## src/rtl/core/rlpw_pkg.sv

```systemverilog
package rlpw_pkg;

	localparam int MAX_DIM = 4096;
	localparam int COORD_W = 12;
	localparam int VALUE_W = 32;
	localparam int COUNT_W = 13;
	localparam int CFG_IDX_W = 2;

	localparam logic signed [VALUE_W-1:0] INT_MIN = {1'b1, {(VALUE_W-1){1'b0}}};
	localparam logic signed [VALUE_W-1:0] INT_MAX = {1'b0, {(VALUE_W-1){1'b1}}};

	typedef enum logic [CFG_IDX_W-1:0] {
		CFG_START_ROW = 2'd0,
		CFG_START_COL = 2'd1,
		CFG_END_ROW   = 2'd2,
		CFG_END_COL   = 2'd3
	} cfg_index_t;

	typedef enum logic {
		CMD_START   = 1'b0,
		CMD_DELIVER = 1'b1
	} command_t;

	typedef logic [COORD_W-1:0] coord_t;

	// coordinates at or past the raster size pin to the last cell
	function automatic coord_t clamp_coord(input coord_t v);
		logic [17:0] wide;
		wide = 18'(v);
		if (wide >= 18'(MAX_DIM))
			return COORD_W'(MAX_DIM - 1);
		return v;
	endfunction

endpackage

```

## src/rtl/core/raster_line_profile_walker.sv

```systemverilog
// channel  | direction | handshake             | payload
// cfg      | in        | cfg_we                | cfg_index, cfg_data
// in       | in        | in_valid / in_stall   | command, cell_value, cell_is_null
// out      | out       | out_valid / out_stall | read_row, read_col, read_valid,
//          |           |                       | max_value, min_value, point_count, walk_done
//
// one beat in, one beat out; a beat passes the input register, then the step
// logic into the output register; one beat per cycle while the output is not stalled.
// the walk state updates once per beat with one add, compare and min/max.
// reset clears the walk state, the endpoint registers and the valid flags of both beat stages.
// a stalled output holds its beat; input stalls only when both stages are full
// and the output is stalled.
module raster_line_profile_walker (
	input  logic                          clk,
	input  logic                          arst_n,
	input  logic                          cfg_we,
	input  logic [rlpw_pkg::CFG_IDX_W-1:0] cfg_index,
	input  logic [rlpw_pkg::COORD_W-1:0]   cfg_data,
	input  logic                          in_valid,
	output logic                          in_stall,
	input  logic                          command,
	input  logic signed [rlpw_pkg::VALUE_W-1:0] cell_value,
	input  logic                          cell_is_null,
	output logic                          out_valid,
	input  logic                          out_stall,
	output logic [rlpw_pkg::COORD_W-1:0]   read_row,
	output logic [rlpw_pkg::COORD_W-1:0]   read_col,
	output logic                          read_valid,
	output logic signed [rlpw_pkg::VALUE_W-1:0] max_value,
	output logic signed [rlpw_pkg::VALUE_W-1:0] min_value,
	output logic [rlpw_pkg::COUNT_W-1:0]   point_count,
	output logic                          walk_done
);
	import rlpw_pkg::*;

	// endpoint registers
	coord_t start_row_q, start_col_q, end_row_q, end_col_q;

	// input stage
	logic                      valid_s1;
	logic                      command_s1;
	logic signed [VALUE_W-1:0] value_s1;
	logic                      null_s1;

	// walk state
	coord_t                    major_pos_q, minor_pos_q, major_len_q, minor_len_q;
	logic [COUNT_W-1:0]        remainder_acc_q, steps_left_q, taken_count_q;
	logic                      axis_is_row_q, walk_active_q, major_down_q, minor_down_q;
	logic signed [VALUE_W-1:0] running_max_q, running_min_q;

	// output register
	logic                      out_valid_q;
	coord_t                    read_row_q, read_col_q;
	logic                      read_valid_q, walk_done_q;
	logic signed [VALUE_W-1:0] max_value_q, min_value_q;
	logic [COUNT_W-1:0]        point_count_q;

	logic advance, process;

	// next-state values
	coord_t                    major_pos_nx, minor_pos_nx, major_len_nx, minor_len_nx;
	logic [COUNT_W-1:0]        remainder_acc_nx, steps_left_nx, taken_count_nx;
	logic                      axis_is_row_nx, walk_active_nx, major_down_nx, minor_down_nx;
	logic signed [VALUE_W-1:0] running_max_nx, running_min_nx;
	logic                      done_nx;

	coord_t                    dr, dc;
	logic signed [VALUE_W-1:0] v;
	logic [COUNT_W-1:0]        acc_sum;

	assign advance  = !out_valid_q || !out_stall;
	assign process  = valid_s1 && advance;
	assign in_stall = valid_s1 && !advance;

	always_ff @(posedge clk or negedge arst_n) begin
		if (!arst_n) begin
			start_row_q <= '0;
			start_col_q <= '0;
			end_row_q   <= '0;
			end_col_q   <= '0;
		end else if (cfg_we) begin
			unique case (cfg_index_t'(cfg_index))
				CFG_START_ROW: start_row_q <= clamp_coord(cfg_data);
				CFG_START_COL: start_col_q <= clamp_coord(cfg_data);
				CFG_END_ROW:   end_row_q   <= clamp_coord(cfg_data);
				CFG_END_COL:   end_col_q   <= clamp_coord(cfg_data);
				default: ;
			endcase
		end
	end

	always_ff @(posedge clk or negedge arst_n) begin
		if (!arst_n) begin
			valid_s1 <= 1'b0;
		end else if (!in_stall) begin
			valid_s1 <= in_valid;
		end
	end

	always_ff @(posedge clk) begin
		if (in_valid && !in_stall) begin
			command_s1 <= command;
			value_s1   <= cell_value;
			null_s1    <= cell_is_null;
		end
	end

	always_comb begin
		dr = (end_row_q >= start_row_q) ? end_row_q - start_row_q : start_row_q - end_row_q;
		dc = (end_col_q >= start_col_q) ? end_col_q - start_col_q : start_col_q - end_col_q;
		// a null cell, like a real most-negative value, never lowers the minimum
		v = null_s1 ? INT_MIN : value_s1;
		acc_sum = remainder_acc_q + COUNT_W'(minor_len_q);

		major_pos_nx     = major_pos_q;
		minor_pos_nx     = minor_pos_q;
		major_len_nx     = major_len_q;
		minor_len_nx     = minor_len_q;
		remainder_acc_nx = remainder_acc_q;
		steps_left_nx    = steps_left_q;
		taken_count_nx   = taken_count_q;
		axis_is_row_nx   = axis_is_row_q;
		walk_active_nx   = walk_active_q;
		major_down_nx    = major_down_q;
		minor_down_nx    = minor_down_q;
		running_max_nx   = running_max_q;
		running_min_nx   = running_min_q;
		done_nx          = 1'b0;

		if (command_t'(command_s1) == CMD_START) begin
			axis_is_row_nx = dr > dc;
			if (dr > dc) begin
				major_pos_nx  = start_row_q;
				minor_pos_nx  = start_col_q;
				major_len_nx  = dr;
				minor_len_nx  = dc;
				major_down_nx = end_row_q < start_row_q;
				minor_down_nx = end_col_q < start_col_q;
			end else begin
				major_pos_nx  = start_col_q;
				minor_pos_nx  = start_row_q;
				major_len_nx  = dc;
				minor_len_nx  = dr;
				major_down_nx = end_col_q < start_col_q;
				minor_down_nx = end_row_q < start_row_q;
			end
			// stepping toward lower minor takes the ceiling, so bias the accumulator
			remainder_acc_nx = (minor_down_nx && major_len_nx != '0)
				? COUNT_W'(major_len_nx) - COUNT_W'(1) : '0;
			steps_left_nx  = COUNT_W'(major_len_nx) + COUNT_W'(1);
			running_max_nx = '0;
			running_min_nx = '0;
			taken_count_nx = '0;
			walk_active_nx = 1'b1;
		end else if (walk_active_q) begin
			if (taken_count_q == '0) begin
				running_max_nx = v;
				running_min_nx = (v == INT_MIN) ? INT_MAX : v;
			end else begin
				if (v > running_max_q)
					running_max_nx = v;
				if (v < running_min_q && v != INT_MIN)
					running_min_nx = v;
			end
			taken_count_nx = taken_count_q + COUNT_W'(1);
			steps_left_nx  = steps_left_q - COUNT_W'(1);
			if (steps_left_q == COUNT_W'(1)) begin
				walk_active_nx = 1'b0;
				done_nx        = 1'b1;
			end else begin
				major_pos_nx     = major_down_q ? major_pos_q - COORD_W'(1)
					: major_pos_q + COORD_W'(1);
				remainder_acc_nx = acc_sum;
				if (major_len_q != '0 && acc_sum >= COUNT_W'(major_len_q)) begin
					remainder_acc_nx = acc_sum - COUNT_W'(major_len_q);
					minor_pos_nx     = minor_down_q ? minor_pos_q - COORD_W'(1)
						: minor_pos_q + COORD_W'(1);
				end
			end
		end
	end

	always_ff @(posedge clk or negedge arst_n) begin
		if (!arst_n) begin
			major_pos_q     <= '0;
			minor_pos_q     <= '0;
			major_len_q     <= '0;
			minor_len_q     <= '0;
			remainder_acc_q <= '0;
			steps_left_q    <= '0;
			taken_count_q   <= '0;
			axis_is_row_q   <= 1'b0;
			walk_active_q   <= 1'b0;
			major_down_q    <= 1'b0;
			minor_down_q    <= 1'b0;
			running_max_q   <= '0;
			running_min_q   <= '0;
		end else if (process) begin
			major_pos_q     <= major_pos_nx;
			minor_pos_q     <= minor_pos_nx;
			major_len_q     <= major_len_nx;
			minor_len_q     <= minor_len_nx;
			remainder_acc_q <= remainder_acc_nx;
			steps_left_q    <= steps_left_nx;
			taken_count_q   <= taken_count_nx;
			axis_is_row_q   <= axis_is_row_nx;
			walk_active_q   <= walk_active_nx;
			major_down_q    <= major_down_nx;
			minor_down_q    <= minor_down_nx;
			running_max_q   <= running_max_nx;
			running_min_q   <= running_min_nx;
		end
	end

	always_ff @(posedge clk or negedge arst_n) begin
		if (!arst_n) begin
			out_valid_q <= 1'b0;
		end else if (advance) begin
			out_valid_q <= valid_s1;
		end
	end

	always_ff @(posedge clk) begin
		if (process) begin
			read_row_q    <= !walk_active_nx ? '0 : (axis_is_row_nx ? major_pos_nx : minor_pos_nx);
			read_col_q    <= !walk_active_nx ? '0 : (axis_is_row_nx ? minor_pos_nx : major_pos_nx);
			read_valid_q  <= walk_active_nx;
			max_value_q   <= running_max_nx;
			min_value_q   <= running_min_nx;
			point_count_q <= taken_count_nx;
			walk_done_q   <= done_nx;
		end
	end

	assign out_valid   = out_valid_q;
	assign read_row    = read_row_q;
	assign read_col    = read_col_q;
	assign read_valid  = read_valid_q;
	assign max_value   = max_value_q;
	assign min_value   = min_value_q;
	assign point_count = point_count_q;
	assign walk_done   = walk_done_q;

endmodule

```

## config.mk

```make
export PLATFORM = sky130hd
export DESIGN_NAME = raster_line_profile_walker
export DESIGN_NICKNAME = d
export VERILOG_FILES = /design/src/rtl/core/rlpw_pkg.sv /design/src/rtl/core/raster_line_profile_walker.sv
export SDC_FILE = /design/constraint.sdc
export NUM_CORES = 1
export LEC_CHECK = 0
export BUFFER_PORTS_ARGS = -buffer_cell sky130_fd_sc_hd__clkbuf_2
export CAP_MARGIN = 20
export CORE_ASPECT_RATIO = 0.7
export CORE_MARGIN = 1
export CORE_UTILIZATION = 50
export CTS_CLUSTER_DIAMETER = 40
export DETAILED_ROUTE_END_ITERATION = 6
export GPL_TIMING_DRIVEN = 0
export HOLD_SLACK_MARGIN = 0.12
export PLACE_DENSITY = 0.78
export SLEW_MARGIN = 20
export SYNTH_ARGS = -nofsm -noshare
export SYNTH_HDL_FRONTEND = slang
export SYNTH_SLANG_ARGS = --single-unit
```

## constraint.sdc

```tcl
create_clock -name clk -period 8.1 [get_ports clk]
set_input_delay 2.025 -clock clk [delete_from_list [all_inputs] [get_ports clk]]
set_output_delay 2.025 -clock clk [all_outputs]
set_load 0.03 [all_outputs]
```

==> results by group <==
Outcome
  – Outcome: finished, final reports clean

Placed design
  – Routability cong.: 1.00
  – # port buffers: 157
  – Hpwl dp: slightly below 60 mm

Detailed routing
  – Residual DRC: 0
  – WL/cell: 23.3 um
  – Vias: 21000
  – Total Wirelength: 76.6 mm
  – Pre-antenna DRT Iters: 6
  – Initial DRC Count: 2750
  – Post-DRT Antenna Nets: 0
  – Vias per Instance: 6.36

Clocking
  – CTS tree: yes
  – Clock latency on the worst-skew pair: between 0.5 and 0.6 ns
  – Sink Count: between 300 and 400
  – Post-CTS setup buffers: 0
  – PostCTS Resize Cnt: 0
  – Clock Tree Buf Depth: 3
  – Cts bufs inserted: 44
  – H-tree levels: 2
  – Hold buffers post-CTS: 0
  – Clk slew on worst S/H paths: 0.06 ns
  – Root Buffer: clkbuf_16

Global route
  – First-pass GRT wire length: approximately 120 mm
  – Initial antenna violation count: 2
  – Number of global-route vias before repair: 20000
  – Largest net degree at the start of global routing: 89
  – Total track usage: around a third
  – Gr ovfl total: 0

Layout
  – Area delta synth->final: 14.2%
  – Share of layout cells above drive strength 1: 14.1%
  – # diodes: 0
  – # nets final: 2897

Synthesis
  – Area contributors post-synth: dfrtp_1, edfxtp_1, ha_1, nand2_1, a21oi_1
  – Post-synth EDFFs: 137
  – Synthesized cell area: 22700 um2
  – Area share of the largest cell type after synthesis: a little under a quarter
  – Syn nets: between 2000 and 3000
  – Flops & latches, synth: 342
  – Distinct cells, synth: 87
  – Seq/Total Area, Yosys: between 40% and 50%
  – Top_reg_cell synth: dfrtp_1
  – Async S/R FF share, synth: ~60%
  – Mapped Cells: about 2500
  – Synth area leader: dfrtp_1
  – Avg Cell Area, Syn: 9.23 um2
  – Synth Warn #: 0

Worst hold path
  – Worst hold-check path type: register to register

STA
  – Final setup vio count: 0
  – Max-slew violations: 0
  – Slew headroom: about 27%
  – Post-layout min period: 7.64 ns
  – Clock skew: 0.0350 ns
  – Fmax: 131 MHz
  – Final worst path period share: 94.4%
  – RSZ-0062 raised after global routing: no
  – Endpoints failing hold: 0
  – Setup_tns: 0 ns
  – Slew @ Worst Pin: 1.09 ns

Setup path
  – Worst Path Required: ~8.5 ns
  – WS Path Type: register to register
  – CP Max Fanout: 10
  – Startpoint Class: register
  – Slowest stage delay, CP: 0.57 ns
  – CP arrival: 8.07 ns
  – Critical path capture point type: register
  – CP max-delay cell: xor2_1

Flow run
  – Max_cap viols: 0

Floorplan
  – Row count: 64
  – Core area: between 40000 and 50000 um2
  – Num ports: between 150 and 200
  – Die height: between 150 and 200 um
  – Initial Util: 51.3%
  – Die footprint: ~46000 um2
  – Die X: 257 um
## worst paths after layout
check	startpoint	end	slack [ns]	depth (start not counted)
max	start_col_q[9]	remainder_acc_q[3]	0.46	27
min	remainder_acc_q[7]	remainder_acc_q[7]	0.50	2
max reg2reg	start_col_q[9]	remainder_acc_q[3]	0.46	27
min reg2reg	remainder_acc_q[7]	remainder_acc_q[7]	0.50	2
max in group asynchronous	arst_n	running_max_q[9]	5.91	2
min in group asynchronous	arst_n	start_col_q[3]	1.38	1
## cells in the final DEF (no fill, tap or decap), types with 11 or more instances in the layout
cell and count:
o211ai_1 16, nor3_1 42, inv_1 200, and2_1 11, buf_1 12, o21a_1 17
clkbuf_16 47, and3_1 13, ha_1 171, a22oi_1 41, nand4_1 33, xor2_1 30
buf_2 25, clkbuf_1 98, o22ai_1 21, a22o_1 31, nor2_1 157, o21ai_0 155
a31oi_1 11, dfrtp_1 205, o31ai_1 33, mux2i_1 22, nor2b_1 18, clkbuf_2 158
edfxtp_1 137, nor4_1 14, a21oi_1 165, a221oi_1 48, nand2b_1 55, a211oi_1 51
nand3_1 36, mux2_2 53, nand2_1 252, or3_1 13, a21o_1 56, or2_2 35
xnor2_1 37
## metal layers
| metal | vias to the layer above | GRT usage [%] | wire (um) |
|---|---|---|---|
| li1 | 9367 | - | - |
| met1 | 10200 | 50.0 | 34400 |
| met2 | 1269 | 44.9 | 30500 |
| met3 | 127 | 9.30 | 9890 |
| met4 | 0 | 8.17 | 1760 |
| met5 | - | 0 | 0 |
## kinds of logic after synthesis
| kind of cell | synth area share, % |
|---|---|
| multiplexers | 3.60 |
| adder cells (fa/ha/maj) | 10.1 |
| AND/OR/NAND/NOR | 15.2 |
| AO/OA/AOI/OAI | 22.0 |
| XOR/XNOR | 2.66 |
| flip-flops | 40.7 |
| buffers and inverters | 5.73 |
## state kept, by name, summed over array words and instances (netlist names), 12 cells and up
signal           flops
end_col_q           12
end_row_q           12
major_len_q         12
major_pos_q         12
max_value           32
min_value           32
minor_len_q         12
minor_pos_q         12
point_count         13
read_col            12
read_row            12
remainder_acc_q     13
running_max_q       32
running_min_q       32
start_col_q         12
start_row_q         12
steps_left_q        13
taken_count_q       13
value_s1            32
## cell usage after synthesis (all sizes together) (17+ instances only)
library cell,instances
a211oi,52
a21o,56
a21oi,166
a221oi,48
a22o,31
a22oi,41
buf,41
clkbuf,92
dfrtp,205
edfxtp,137
ha,171
inv,201
mux2,53
mux2i,22
nand2,252
nand2b,55
nand3,36
nand4,33
nor2,157
nor2b,18
nor3,43
o211ai,17
o21a,17
o21ai,165
o22ai,21
o31ai,33
or2,36
xnor2,38
xor2,31
## critical path: cells and delay by family (launching register included)
family	cells	cell delay, ns
compound gates	10	2.88
xor+xnor	1	0.57
buf+inv	7	1.31
fa+ha+maj	3	0.87
flops	1	0.49
simple gates	6	1.38
## cell type report
| type | count | area (um2) |
|---|---|---|
| clock inverters | 19 | 246 |
| multi-input cells | 1782 | 12200 |
| repair buffers | 162 | 917 |
| well taps | 594 | 743 |
| flip-flops and latches | 342 | 9240 |
| inverters | 201 | 754 |
| clock buffers | 62 | 1300 |
| fillers | 3838 | 18300 |
| plain buffers | 132 | 548 |
## through the flow
step	setup slack (ns)	utilization, %	cells	hold WS, ns	cell area [um2]
finish	0.457	58.7	3294	0.497	25900
global route	0.150	58.7	3294	0.527	25900
CTS	0.276	58.6	3295	0.499	25900
detailed placement	0.427	55.1	3214	0.481	24400
global placement	0.351	54.8	3209	0.473	24200
floorplan	2.04	-	2458	0.445	22700
Power is left out: the tool's default activity adds up to more than one toggle a clock period on the data nets, which glitch-free logic cannot reach.
